==> src/hdl/assert_macros.svh <==
// Assertion macros shared by the converter RTL.
// Depends on nothing; files that check their own logic include it.
`ifndef ASSERT_MACROS_SVH
`define ASSERT_MACROS_SVH

// Condition holds at every clock edge outside reset.
`define ASSERT_ALWAYS(label, clk, rst, cond) \
   label: assert property (@(posedge clk) disable iff (rst) (cond)) \
      else $error("invariant violated");

// Consequent holds in the same cycle as the antecedent.
`define ASSERT_IMPLIES(label, clk, rst, ante, cons) \
   label: assert property (@(posedge clk) disable iff (rst) (ante) |-> (cons)) \
      else $error("implication violated");

// Consequent holds in the cycle after the antecedent.
`define ASSERT_NEXT(label, clk, rst, ante, cons) \
   label: assert property (@(posedge clk) disable iff (rst) (ante) |=> (cons)) \
      else $error("next-cycle implication violated");

`endif

==> src/hdl/i2p_pkg.sv <==
// Types and token codes of the infix-to-postfix converter.
// Depends on nothing; used by the stack cells, the stack and the top level.
`timescale 1ns / 1ps
`default_nettype none

package i2p_pkg;

   localparam int RefFieldW = 16;

   // input token kinds
   localparam logic [2:0] TK_OPERAND = 3'd0;
   localparam logic [2:0] TK_OPERATOR = 3'd1;
   localparam logic [2:0] TK_LPAREN = 3'd2;
   localparam logic [2:0] TK_RPAREN = 3'd3;
   localparam logic [2:0] TK_COMMA = 3'd4;
   localparam logic [2:0] TK_CALL_NAME = 3'd5;

   // result kinds
   localparam logic [2:0] OK_OPERAND = 3'd0;
   localparam logic [2:0] OK_OPERATOR = 3'd1;
   localparam logic [2:0] OK_CALL = 3'd2;
   localparam logic [2:0] OK_END = 3'd3;
   localparam logic [2:0] OK_ERROR = 3'd4;

   // error codes
   localparam logic [1:0] ERR_NONE = 2'd0;
   localparam logic [1:0] ERR_PAREN = 2'd1;
   localparam logic [1:0] ERR_OVERFLOW = 2'd2;

   localparam logic [3:0] CommaMax = 4'd15;

   // one stack entry without its reference
   typedef struct packed {
      logic       valid;
      logic       is_op;   // 1 operator, 0 left paren
      logic [1:0] code;
   } entry_type;

   typedef struct packed {
      logic push;
      logic pop;
   } stack_cmd_type;

   // multiply and divide bind tighter than plus and minus
   function automatic logic op_prio_hi(input logic [1:0] code);
      return code[1];
   endfunction

endpackage

`default_nettype wire

==> src/hdl/i2p_cell.sv <==
// One operator stack cell: holds one entry and shifts with its neighbors.
// Depends on i2p_pkg.
`timescale 1ns / 1ps
`default_nettype none

module i2p_cell #(
   parameter int REF_BITS = 16
) (
   input  wire                     clock,
   input  wire                     reset,
   input  i2p_pkg::stack_cmd_type  cmd,
   input  i2p_pkg::entry_type      above_entry,
   input  wire [REF_BITS-1:0]      above_ref,
   input  i2p_pkg::entry_type      below_entry,
   input  wire [REF_BITS-1:0]      below_ref,
   output i2p_pkg::entry_type      entry_ff,
   output logic [REF_BITS-1:0]     ref_ff
);
   import i2p_pkg::*;

   // push moves entries away from the top, pop moves them toward it
   always_ff @(posedge clock) begin
      if (reset) begin
         entry_ff <= '0;
      end else if (cmd.push) begin
         entry_ff <= above_entry;
      end else if (cmd.pop) begin
         entry_ff <= below_entry;
      end
   end

   always_ff @(posedge clock) begin
      if (cmd.push) begin
         ref_ff <= above_ref;
      end else if (cmd.pop) begin
         ref_ff <= below_ref;
      end
   end

endmodule

`default_nettype wire

==> src/hdl/i2p_stack.sv <==
// Operator stack built as a chain of shift cells; cell 0 is the top.
// Depends on i2p_pkg, i2p_cell and assert_macros.svh.
`timescale 1ns / 1ps
`default_nettype none

module i2p_stack #(
   parameter int DEPTH    = 16,
   parameter int REF_BITS = 16
) (
   input  wire                     clock,
   input  wire                     reset,
   input  i2p_pkg::stack_cmd_type  cmd,
   input  i2p_pkg::entry_type      push_entry,
   input  wire [REF_BITS-1:0]      push_ref,
   output i2p_pkg::entry_type      top_entry,
   output logic [REF_BITS-1:0]     top_ref,
   output i2p_pkg::entry_type      second_entry,
   output logic                    full
);
   import i2p_pkg::*;

   entry_type             cell_entry [DEPTH];
   logic [REF_BITS-1:0]   cell_ref   [DEPTH];

   for (genvar i = 0; i < DEPTH; i++) begin : g_cell
      entry_type           above_e;
      logic [REF_BITS-1:0] above_r;
      entry_type           below_e;
      logic [REF_BITS-1:0] below_r;

      if (i == 0) begin : g_head
         assign above_e = push_entry;
         assign above_r = push_ref;
      end else begin : g_link_up
         assign above_e = cell_entry[i-1];
         assign above_r = cell_ref[i-1];
      end

      if (i == DEPTH - 1) begin : g_tail
         assign below_e = '0;
         assign below_r = '0;
      end else begin : g_link_down
         assign below_e = cell_entry[i+1];
         assign below_r = cell_ref[i+1];
      end

      i2p_cell #(
         .REF_BITS (REF_BITS)
      ) u_cell (
         .clock       (clock),
         .reset       (reset),
         .cmd         (cmd),
         .above_entry (above_e),
         .above_ref   (above_r),
         .below_entry (below_e),
         .below_ref   (below_r),
         .entry_ff    (cell_entry[i]),
         .ref_ff      (cell_ref[i])
      );
   end

   assign top_entry    = cell_entry[0];
   assign top_ref      = cell_ref[0];
   assign second_entry = cell_entry[1];
   assign full         = cell_entry[DEPTH-1].valid;

`include "assert_macros.svh"

   `ASSERT_ALWAYS(a_push_pop_excl, clock, reset, !(cmd.push && cmd.pop))
   `ASSERT_IMPLIES(a_no_push_full, clock, reset, cmd.push, !full)
   `ASSERT_IMPLIES(a_no_pop_empty, clock, reset, cmd.pop, cell_entry[0].valid)
   `ASSERT_IMPLIES(a_packed_top, clock, reset, cell_entry[1].valid, cell_entry[0].valid)

endmodule

`default_nettype wire

==> src/hdl/infix_to_postfix_converter.sv <==
// Infix-to-postfix token converter (shunting-yard), top level and sequencer.
// Depends on i2p_pkg, i2p_stack (chain of i2p_cell) and assert_macros.svh.
//
//  Channel | Direction | Beat contents
//  --------+-----------+-----------------------------------------------------
//  req_*   | in        | one infix token; tlast = end of expression
//  rsp_*   | out       | one postfix token, call, end marker or error
//
// An accepted token is latched, then handled in the work state; each entry popped
// ahead of the final step takes a step of its own, and an end of expression
// flushes every stack entry before its end marker.
// The result register takes a new beat in the cycle the old one is taken; while
// a beat waits unaccepted the sequencer holds, even for steps that issue none.
// Reset (synchronous, active high) empties the stack and clears call state.
`timescale 1ns / 1ps
`default_nettype none

module infix_to_postfix_converter #(
   parameter int STACK_DEPTH = 16,
   parameter int REF_WIDTH   = 16
) (
   input  wire         clock,
   input  wire         reset,
   input  wire         req_tvalid,
   output logic        req_tready,
   input  wire  [23:0] req_tdata,   // [1:0] op_code, [17:2] token_ref, rest zero
   input  wire  [2:0]  req_tuser,   // [2:0] token_kind
   input  wire         req_tlast,   // end_of_expr
   output logic        rsp_tvalid,
   input  wire         rsp_tready,
   output logic [31:0] rsp_tdata,   // [1:0] out_op_code, [17:2] out_ref,
                                    // [22:18] param_count, [24:23] error_code
   output logic [2:0]  rsp_tuser,   // [2:0] out_kind
   output logic        rsp_tlast    // last
);
   import i2p_pkg::*;

   localparam int RefBits = (REF_WIDTH < RefFieldW) ? REF_WIDTH : RefFieldW;

   localparam logic ST_IDLE = 1'b0;
   localparam logic ST_WORK = 1'b1;

   // sequencer and latched token
   logic               state_ff, state_in;
   logic [2:0]         tok_kind_ff;
   logic [1:0]         tok_code_ff;
   logic [RefBits-1:0] tok_ref_ff;
   logic               tok_eoe_ff;
   logic               bad_ff, bad_in;

   // call tracking
   logic               in_call_ff, in_call_in;
   logic               drop_ff, drop_in;
   logic [3:0]         comma_ff, comma_in;
   logic [RefBits-1:0] call_ref_ff, call_ref_in;

   // result register
   logic               rsp_valid_ff;
   logic [2:0]         rsp_kind_ff;
   logic [1:0]         rsp_code_ff;
   logic [RefBits-1:0] rsp_ref_ff;
   logic [4:0]         rsp_pcount_ff;
   logic [1:0]         rsp_err_ff;
   logic               rsp_last_ff;

   // step outputs
   logic               emit;
   logic [2:0]         e_kind;
   logic [1:0]         e_code;
   logic [RefBits-1:0] e_ref;
   logic [4:0]         e_pcount;
   logic [1:0]         e_err;
   logic               e_last;
   logic               done;

   stack_cmd_type      cmd;
   entry_type          push_entry;
   entry_type          top_entry;
   entry_type          second_entry;
   logic [RefBits-1:0] top_ref;
   logic               full;

   logic               accept;
   logic               out_free;
   logic               step;
   logic               pop_cont;
   logic               next_cont;

   i2p_stack #(
      .DEPTH    (STACK_DEPTH),
      .REF_BITS (RefBits)
   ) u_stack (
      .clock        (clock),
      .reset        (reset),
      .cmd          (cmd),
      .push_entry   (push_entry),
      .push_ref     (tok_ref_ff),
      .top_entry    (top_entry),
      .top_ref      (top_ref),
      .second_entry (second_entry),
      .full         (full)
   );

   assign req_tready = (state_ff == ST_IDLE);
   assign accept     = req_tvalid && req_tready;
   assign out_free   = !rsp_valid_ff || rsp_tready;
   assign step       = (state_ff == ST_WORK) && out_free;

   // operator pops: stacked operator of equal or higher priority goes first
   assign pop_cont  = top_entry.valid && top_entry.is_op &&
                      (op_prio_hi(top_entry.code) >= op_prio_hi(tok_code_ff));
   assign next_cont = second_entry.valid && second_entry.is_op &&
                      (op_prio_hi(second_entry.code) >= op_prio_hi(tok_code_ff));

   always_comb begin
      push_entry.valid = 1'b1;
      push_entry.is_op = (tok_kind_ff == TK_OPERATOR);
      push_entry.code  = (tok_kind_ff == TK_OPERATOR) ? tok_code_ff : 2'd0;
   end

   always_comb begin
      emit        = 1'b0;
      e_kind      = OK_OPERAND;
      e_code      = 2'd0;
      e_ref       = '0;
      e_pcount    = 5'd0;
      e_err       = ERR_NONE;
      e_last      = 1'b1;
      done        = 1'b0;
      cmd         = '0;
      bad_in      = bad_ff;
      in_call_in  = in_call_ff;
      drop_in     = drop_ff;
      comma_in    = comma_ff;
      call_ref_in = call_ref_ff;

      if (step) begin
         if (tok_eoe_ff) begin
            // flush: emit operators top first, drop parens, then the marker
            if (top_entry.valid) begin
               cmd.pop = 1'b1;
               if (top_entry.is_op) begin
                  emit   = 1'b1;
                  e_kind = OK_OPERATOR;
                  e_code = top_entry.code;
                  e_ref  = top_ref;
                  e_last = 1'b0;
               end else begin
                  bad_in = 1'b1;
               end
            end else begin
               emit        = 1'b1;
               e_kind      = OK_END;
               e_err       = (bad_ff || in_call_ff) ? ERR_PAREN : ERR_NONE;
               done        = 1'b1;
               in_call_in  = 1'b0;
               drop_in     = 1'b0;
               comma_in    = '0;
               call_ref_in = '0;
            end
         end else if (in_call_ff) begin
            // inside a call: copy tokens in place
            done    = 1'b1;
            drop_in = 1'b0;
            if (!(drop_ff && (tok_kind_ff == TK_LPAREN))) begin
               case (tok_kind_ff)
                  TK_OPERAND, TK_CALL_NAME: begin
                     emit  = 1'b1;
                     e_ref = tok_ref_ff;
                  end
                  TK_OPERATOR: begin
                     emit   = 1'b1;
                     e_kind = OK_OPERATOR;
                     e_code = tok_code_ff;
                     e_ref  = tok_ref_ff;
                  end
                  TK_COMMA: begin
                     if (comma_ff < CommaMax) begin
                        comma_in = comma_ff + 4'd1;
                     end
                  end
                  TK_RPAREN: begin
                     emit        = 1'b1;
                     e_kind      = OK_CALL;
                     e_ref       = call_ref_ff;
                     e_pcount    = {1'b0, comma_ff} + 5'd1;
                     in_call_in  = 1'b0;
                     comma_in    = '0;
                     call_ref_in = '0;
                  end
                  default: begin
                  end
               endcase
            end
         end else begin
            case (tok_kind_ff)
               TK_OPERAND: begin
                  emit  = 1'b1;
                  e_ref = tok_ref_ff;
                  done  = 1'b1;
               end
               TK_CALL_NAME: begin
                  emit        = 1'b1;
                  e_ref       = tok_ref_ff;
                  done        = 1'b1;
                  in_call_in  = 1'b1;
                  drop_in     = 1'b1;
                  comma_in    = '0;
                  call_ref_in = tok_ref_ff;
               end
               TK_OPERATOR: begin
                  if (pop_cont) begin
                     // after a pop the stack has room, so the push follows
                     cmd.pop = 1'b1;
                     emit    = 1'b1;
                     e_kind  = OK_OPERATOR;
                     e_code  = top_entry.code;
                     e_ref   = top_ref;
                     e_last  = !next_cont;
                  end else if (full) begin
                     emit   = 1'b1;
                     e_kind = OK_ERROR;
                     e_err  = ERR_OVERFLOW;
                     done   = 1'b1;
                  end else begin
                     cmd.push = 1'b1;
                     done     = 1'b1;
                  end
               end
               TK_LPAREN: begin
                  done = 1'b1;
                  if (full) begin
                     emit   = 1'b1;
                     e_kind = OK_ERROR;
                     e_err  = ERR_OVERFLOW;
                  end else begin
                     cmd.push = 1'b1;
                  end
               end
               TK_RPAREN: begin
                  if (top_entry.valid) begin
                     cmd.pop = 1'b1;
                     if (top_entry.is_op) begin
                        // last only when the matching paren comes next
                        emit   = 1'b1;
                        e_kind = OK_OPERATOR;
                        e_code = top_entry.code;
                        e_ref  = top_ref;
                        e_last = second_entry.valid && !second_entry.is_op;
                     end else begin
                        done = 1'b1;
                     end
                  end else begin
                     emit   = 1'b1;
                     e_kind = OK_ERROR;
                     e_err  = ERR_PAREN;
                     done   = 1'b1;
                  end
               end
               default: begin
                  done = 1'b1;
               end
            endcase
         end
      end
   end

   always_comb begin
      state_in = state_ff;
      case (state_ff)
         ST_IDLE: begin
            if (accept) begin
               state_in = ST_WORK;
            end
         end
         ST_WORK: begin
            if (done) begin
               state_in = ST_IDLE;
            end
         end
         default: begin
            state_in = ST_IDLE;
         end
      endcase
   end

   // control state
   always_ff @(posedge clock) begin
      if (reset) begin
         state_ff     <= ST_IDLE;
         bad_ff       <= 1'b0;
         in_call_ff   <= 1'b0;
         drop_ff      <= 1'b0;
         comma_ff     <= '0;
         call_ref_ff  <= '0;
         rsp_valid_ff <= 1'b0;
      end else begin
         state_ff    <= state_in;
         bad_ff      <= accept ? 1'b0 : bad_in;
         in_call_ff  <= in_call_in;
         drop_ff     <= drop_in;
         comma_ff    <= comma_in;
         call_ref_ff <= call_ref_in;
         if (emit) begin
            rsp_valid_ff <= 1'b1;
         end else if (rsp_tready) begin
            rsp_valid_ff <= 1'b0;
         end
      end
   end

   // latch the token on accept; mask the reference to its stored width
   always_ff @(posedge clock) begin
      if (accept) begin
         tok_kind_ff <= req_tuser;
         tok_code_ff <= req_tdata[1:0];
         tok_ref_ff  <= req_tdata[2 +: RefBits];
         tok_eoe_ff  <= req_tlast;
      end
   end

   // result payload, loaded only when the slot is free
   always_ff @(posedge clock) begin
      if (emit) begin
         rsp_kind_ff   <= e_kind;
         rsp_code_ff   <= e_code;
         rsp_ref_ff    <= e_ref;
         rsp_pcount_ff <= e_pcount;
         rsp_err_ff    <= e_err;
         rsp_last_ff   <= e_last;
      end
   end

   assign rsp_tvalid = rsp_valid_ff;
   assign rsp_tuser  = rsp_kind_ff;
   assign rsp_tlast  = rsp_last_ff;
   assign rsp_tdata  = {7'd0, rsp_err_ff, rsp_pcount_ff,
                        RefFieldW'(rsp_ref_ff), rsp_code_ff};

`include "assert_macros.svh"

   `ASSERT_IMPLIES(a_end_is_last, clock, reset, emit && (e_kind == OK_END), e_last)
   `ASSERT_NEXT(a_end_clears, clock, reset, emit && (e_kind == OK_END),
                !top_entry.valid && !in_call_ff && (state_ff == ST_IDLE))
   `ASSERT_IMPLIES(a_idle_no_stack, clock, reset, state_ff == ST_IDLE,
                   !cmd.push && !cmd.pop && !emit)

endmodule

`default_nettype wire

==> config.mk <==
export PLATFORM = sky130hd
export DESIGN_NAME = infix_to_postfix_converter
export DESIGN_NICKNAME = d
export VERILOG_FILES = /design/src/hdl/i2p_pkg.sv /design/src/hdl/i2p_cell.sv /design/src/hdl/i2p_stack.sv /design/src/hdl/infix_to_postfix_converter.sv
export VERILOG_INCLUDE_DIRS = /design/src /design/src/hdl
export SDC_FILE = /design/constraint.sdc
export NUM_CORES = 1
export LEC_CHECK = 0
export BUFFER_PORTS_ARGS = -buffer_cell sky130_fd_sc_hd__buf_2
export CORE_ASPECT_RATIO = 0.75
export CORE_MARGIN = 2
export CORE_UTILIZATION = 50
export CTS_BUF_LIST = sky130_fd_sc_hd__clkbuf_4 sky130_fd_sc_hd__clkbuf_8
export DETAILED_ROUTE_END_ITERATION = 10
export GPL_TIMING_DRIVEN = 0
export PLACE_DENSITY = 0.8
export SETUP_SLACK_MARGIN = 0.1
export SYNTH_ARGS = -nofsm -noshare
export SYNTH_HDL_FRONTEND = slang
export SYNTH_SLANG_ARGS = --single-unit
==> constraint.sdc <==
create_clock -name clock -period 8.17 [get_ports clock]
set_input_delay 0.817 -clock clock [delete_from_list [all_inputs] [get_ports clock]]
set_output_delay 0.817 -clock clock [all_outputs]
set_load 0.02 [all_outputs]
# After elaboration in Yosys (flattened, before gate mapping)
# Index checks and enable logic that the tools add are counted.
dict set report totals {
  ff_bits 396
  in_bits 32
  out_inout_bits 38
  word_cells 287
}
dict set report classes {
  add_sub_neg 2
  magnitude_cmp 3
  eq_ne 10
  muxes 159
  n_bitwise 5
  n_reduce_logical 27
}
# op count
set ops {}
lappend ops {{$mux W16} 44}
lappend ops {{$mux W4} 38}
lappend ops {{$pmux W16 S3} 1}
lappend ops {{$mux W1} 44}
lappend ops {{$pmux W16 S2} 1}
lappend ops {{$mux W2} 14}
lappend ops {{$mux W3} 6}
lappend ops {{$pmux W1 S2} 5}
lappend ops {{$pmux W3 S3} 1}
lappend ops {{$logic_and A1 B1 Y1} 8}
lappend ops {{$pmux W2 S2} 2}
lappend ops {{$pmux W4 S2} 1}
lappend ops {{$eq A3 B2 Y1 const B} 2}
lappend ops {{$eq A3 B3 Y1 const B} 2}
lappend ops {{$pmux W2 S3} 1}
lappend ops {{$reduce_and A6 Y1} 1}
lappend ops {{$add A4 B1 Y5 const B} 1}
lappend ops {{$not A1 Y1} 5}
lappend ops {{$reduce_and A5 Y1} 1}
lappend ops {{$reduce_or A5 Y1} 1}
lappend ops {{$add A4 B1 Y4 const B} 1}
lappend ops {{$lt A4 B4 Y1 const B} 1}
lappend ops {{$ne A4 B2 Y1 const B} 1}
lappend ops {{$ne A4 B4 Y1 const B} 1}
lappend ops {{17 further kinds} 23}

# Longest topological paths before layout
dict set report logic_depth {
  depth_word 9
  mapped_depth 10
  mapped_depth_nobuf 6
}

# Hierarchy
# A second synthesis with hierarchy kept.
dict set report unflattened {
  hier_cells 1155
  hier_area_um2 17659.4
}
# module instances cells_each area_per_inst_um2 seq_area_each_um2
set by_module_without_submodules {}
lappend by_module_without_submodules {i2p_cell 16 53 888.4 560.5}
lappend by_module_without_submodules {infix_to_postfix_converter 1 306 3442.1 2011.9}
lappend by_module_without_submodules {i2p_stack 1 1 3.8 0.0}

# Least setup slack after synthesis
# OpenSTA, ideal clock, no wires.
dict set report synth_path {
  path_type {input to register}
  start {input rsp_tready}
  end {register u_stack.g_cell[0].u_cell.ref_ff[0] (enable)}
  arrival_ns 5.975
  t_required_ns 6.220
  slack_ns 0.246
  path_stages 6
  n_path_buf 2
  cell_sequence {nand2b_1 > nand4_1 > a21o_1 > buf_2 > clkbuf_1 > nand2_1}
}
dict set report synth_via {
  elab_chain_len 4
}
# item line_no
set synth_lines {}
lappend synth_lines {{start: declaration} infix_to_postfix_converter.sv:30} ;# input wire rsp_tready,
lappend synth_lines {{$logic_or A1 B1 Y1} infix_to_postfix_converter.sv:106} ;# assign out_free = !rsp_valid_ff || rsp_tready;
lappend synth_lines {{$logic_and A1 B1 Y1} infix_to_postfix_converter.sv:107} ;# assign step = (state_ff == ST_WORK) && out_free;
lappend synth_lines {{$mux W2} infix_to_postfix_converter.sv:137} ;# if (step) begin
lappend synth_lines {{$reduce_bool A2 Y1 (no line)} -}
lappend synth_lines {{end signal: assignment} i2p_cell.sv:34} ;# ref_ff <= above_ref;
lappend synth_lines {{end signal: assignment} i2p_cell.sv:36} ;# ref_ff <= below_ref;
lappend synth_lines {{end: declaration} i2p_cell.sv:17} ;# output logic [REF_BITS-1:0] ref_ff
# Every way passes these cells.
# A chain may end at the register's enable or synchronous reset.

# Worst setup path in the final report
dict set report layout_path {
  start {register tok_eoe_ff}
  end {register u_stack.g_cell[11].u_cell.ref_ff[11] (enable)}
}
dict set report layout_via {
  elab_chain_len 3
}
# item line_no
set layout_lines {}
lappend layout_lines {{start: declaration} infix_to_postfix_converter.sv:48} ;# logic tok_eoe_ff;
lappend layout_lines {{start signal: assignment} infix_to_postfix_converter.sv:318} ;# tok_eoe_ff <= req_tlast;
lappend layout_lines {{$mux W1} infix_to_postfix_converter.sv:138} ;# if (tok_eoe_ff) begin
lappend layout_lines {{$mux W2 *} infix_to_postfix_converter.sv:137}
lappend layout_lines {{$reduce_bool A2 Y1 (no line) *} -}
lappend layout_lines {{end signal: assignment} i2p_cell.sv:34}
lappend layout_lines {{end signal: assignment} i2p_cell.sv:36}
lappend layout_lines {{end: declaration} i2p_cell.sv:17}
# Mark *: on every way between the ends. The rest lies on a longest branch, timed or not.

==> flow_metrics.py <==
metrics = {
    "route": {
        "num_vias": 12510,
        "drtPass1Iterations": 7,
        "wl_per_cell_um": 16.67,
        "drc": 0,
        "drt_wl_total_mm": 37.96,
        "vias_per_cell": 5.492,
        "ant_nets": 0,
        "drtIter0Drc": 1639,
    },
    "clocking": {
        "ctsResizeCount": 0,
        "clock_latency_ps": 610,
        "cts_setup_buffers": 0,
        "numCtsBuffers": 57,
        "clock_sinks": 396,
        "cts-hold-fix-buffers": 0,
        "path_clk_slew_ps": 70,
        "cts_tree": "yes",
        "root_buffer": "clkbuf_8",
        "htreeDepth": 2,
        "clock_path_buffers": 3,
    },
    "floorplan": {
        "dieArea_um2": 35090,
        "die_y_um": 162.7,
        "die_width_um": 215.6,
        "core-area_um2": 33310,
        "rows": 58,
        "start_util_pct": 50.42,
        "io_pins": 70,
    },
    "global_route": {
        "grt_pass1_wl_mm": 60.58,
        "grt-ovfl-total": 0,
        "grt_pass1_vias": 11840,
        "grt_max_degree": 75,
        "grt_usage_pct": 21.43,
        "antenna_found_initial": 0,
    },
    "placement": {
        "dpl-instance-area_um2": 17780,
        "portBuffers": 55,
        "pre_cts_slack_ps": 4240,
        "routabilityCongestion": 0.9255,
        "hpwl_mm": 26.32,
    },
    "yosys": {
        "avgSynthCellArea_um2": 10.07,
        "async_flop_share_pct": 0,
        "ys_seq_area_share_pct": 65.50,
        "yosysTopAreaCell": "edfxtp_1",
        "ys_types": 54,
        "synthTopCellsByArea": "edfxtp_1 (55%), nand2_1 (18%), dfxtp_1 (11%)",
        "synth_edf_count": 307,
        "synth_cells": 1668,
        "ys_dominant_reg_cell": "edfxtp_1",
        "synth_top_area_share_pct": 54.89,
        "ys_warn_count": 0,
        "ys_ff_latch": 396,
        "netlist_area_um2": 16790,
    },
    "cells_and_area": {
        "area_delta_synth_final_pct": 12.20,
        "layout_commonest_cell": "nand2_1",
        "drive_gt1_share_pct": 12.59,
        "final_nets": 1826,
        "fin_area_um2": 18840,
        "final_cell_mix": "nand2_1 (789), edfxtp_1 (307), a21oi_1 (133), dfxtp_1 (89), buf_2 (84)",
        "n_fill_cell": 2774,
        "diodes": 0,
    },
    "setup_path": {
        "max_stage_delay_ps": 550,
        "path_max_fanout": 74,
        "path_cells": "nor2_1, nand4_1, a21o_1, buf_2, clkbuf_1, nand2_4, buf_16, buf_16",
        "cpMostUsedCell": "buf_16",
        "start_kind": "flop",
        "critPathKind": "flop to flop",
        "worstSetupEndpointType": "flop",
        "cp_slowest_cell": "nand2_4",
        "critPathRequiredTime_ps": 8420,
        "arrival_ps": 4040,
    },
    "power": {
        "power.total_mw": 3.965,
        "leakagePower_nw": 7.435,
        "power_density_nw_per_um2": 210.4,
        "ir_drop_mv": 0.1356,
    },
    "timing": {
        "slew_viol_final": 0,
        "final.setup.worst_slack_ps": 4378,
        "tightest_slew_ps": 1198,
        "relSlewSlack_pct": 20.12,
        "max_freq_mhz": 263.7,
        "hold_viol": 0,
        "min_period_over_period_pct": 46.42,
        "rsz0062_at_grt": "false",
        "fin_skew_ps": 24.79,
        "setup_viol": 0,
        "min_period_ps": 3792,
    },
    "worst_hold_path": {
        "hp-class": "input pin to flop",
    },
    "run_status": {
        "outcome": "finished, final reports clean",
    },
    "job": {
        "maxCapViolCount": 0,
    },
}
-- power breakdown --
part	leakage [nW]	switching, mW	internal [mW]
sequential	3.54	0.0282	2.21
clock	0.561	0.740	0.796
combinational	3.34	0.130	0.0614
-- cells in the mapped netlist, types with 2 or more instances --
library cell / number
and2_1: 19
a222oi_1: 16
a21o_1: 2
o31ai_1: 2
buf_2: 29
a22o_1: 16
o21ai_0: 61
xnor2_1: 2
nand2b_1: 4
a211oi_1: 3
a22oi_1: 4
clkbuf_1: 38
nand4_1: 3
and3_1: 3
edfxtp_1: 307
o211ai_1: 2
nor2_1: 34
nand3_1: 9
or2_1: 2
buf_6: 12
dfxtp_1: 89
a32o_1: 2
nand2_1: 790
nor3_1: 7
buf_4: 35
a221oi_2: 2
a31oi_1: 3
nor2b_1: 5
a21oi_1: 133
nor3b_1: 2
inv_1: 8
xor2_1: 2
-- logic make-up after synthesis --
logic type	synth area share, %
XOR/XNOR	0.2086
AO/OA/AOI/OAI	9.156
flip-flops	65.50
adder cells (fa/ha/maj)	0.07449
AND/OR/NAND/NOR	20.67
other	0.02233
buffers and inverters	4.306
multiplexers	0.05960
-- flip-flops by register name, summed over array words and instances, names as in the netlist, 4 cells and up --
signal                          flops
u_stack.g_cell.u_cell.ref_ff      256
u_stack.g_cell.u_cell.entry_ff     64
call_ref_ff                        16
rsp_ref_ff                         16
tok_ref_ff                         16
rsp_pcount_ff                       5
comma_ff                            4
-- worst max-delay path, delay by kind of cell (launching register included) --
kind | cells | cell delay [ps]
flip-flops | 1 | 520
AO/OA/AOI/OAI | 1 | 310
buffers and inverters | 4 | 1250
AND/OR/NAND/NOR | 3 | 1270
-- area by class of cell --
type	count	area, um2	share of cell area, %
Sequential cell	396	11000	58.38
Multi-Input combinational cell	1154	5104	27.08
Clock buffer	80	982.2	5.212
Buffer	115	689.4	3.659
Tap cell	450	563.0	2.988
Timing Repair Buffer	60	385.4	2.045
Clock inverter	13	85.08	0.4515
Inverter	9	33.78	0.1793
-- metrics by stage --
step | hold slack, ps | std cells | util, % | setup TNS, ps
2_1_floorplan | 440.2 | 1674 | - | 0
3_3_place_gp | 451.1 | 2179 | 53.01 | -668360
3_5_place_dp | 454.7 | 2184 | 53.37 | 0
4_1_cts | 351.8 | 2277 | 56.57 | 0
5_1_grt | 355.3 | 2277 | 56.57 | 0
6_report | 379.8 | 2277 | 56.57 | 0
-- path summary, 6_finish.rpt --
| path | startpoint | end | slack [ps] | cells past startpoint |
|---|---|---|---|---|
| setup / recovery | tok_eoe_ff$_DFFE_PP_ | u_stack.g_cell[11].u_cell.ref_ff[11]$_DFFE_PP_ | 4380 | 8 |
| setup reg to reg | tok_eoe_ff$_DFFE_PP_ | u_stack.g_cell[11].u_cell.ref_ff[11]$_DFFE_PP_ | 4380 | 8 |
| hold reg to reg | u_stack.g_cell[3].u_cell.entry_ff[2]$_SDFFE_PP0P_ | u_stack.g_cell[3].u_cell.entry_ff[2]$_SDFFE_PP0P_ | 460 | 2 |
| hold / removal | req_tdata[10] | tok_ref_ff[8]$_DFFE_PP_ | 380 | 1 |
-- per-layer routing --
layer	global-route usage, %	part of all wire, %	up-vias
met3	5.023	9.1	55
met4	5.549	1.5	0
met5	0	0	-
met2	30.47	42	528
met1	32.95	47	6043
li1	-	-	5880
Power figures use the tool's default switching activity.
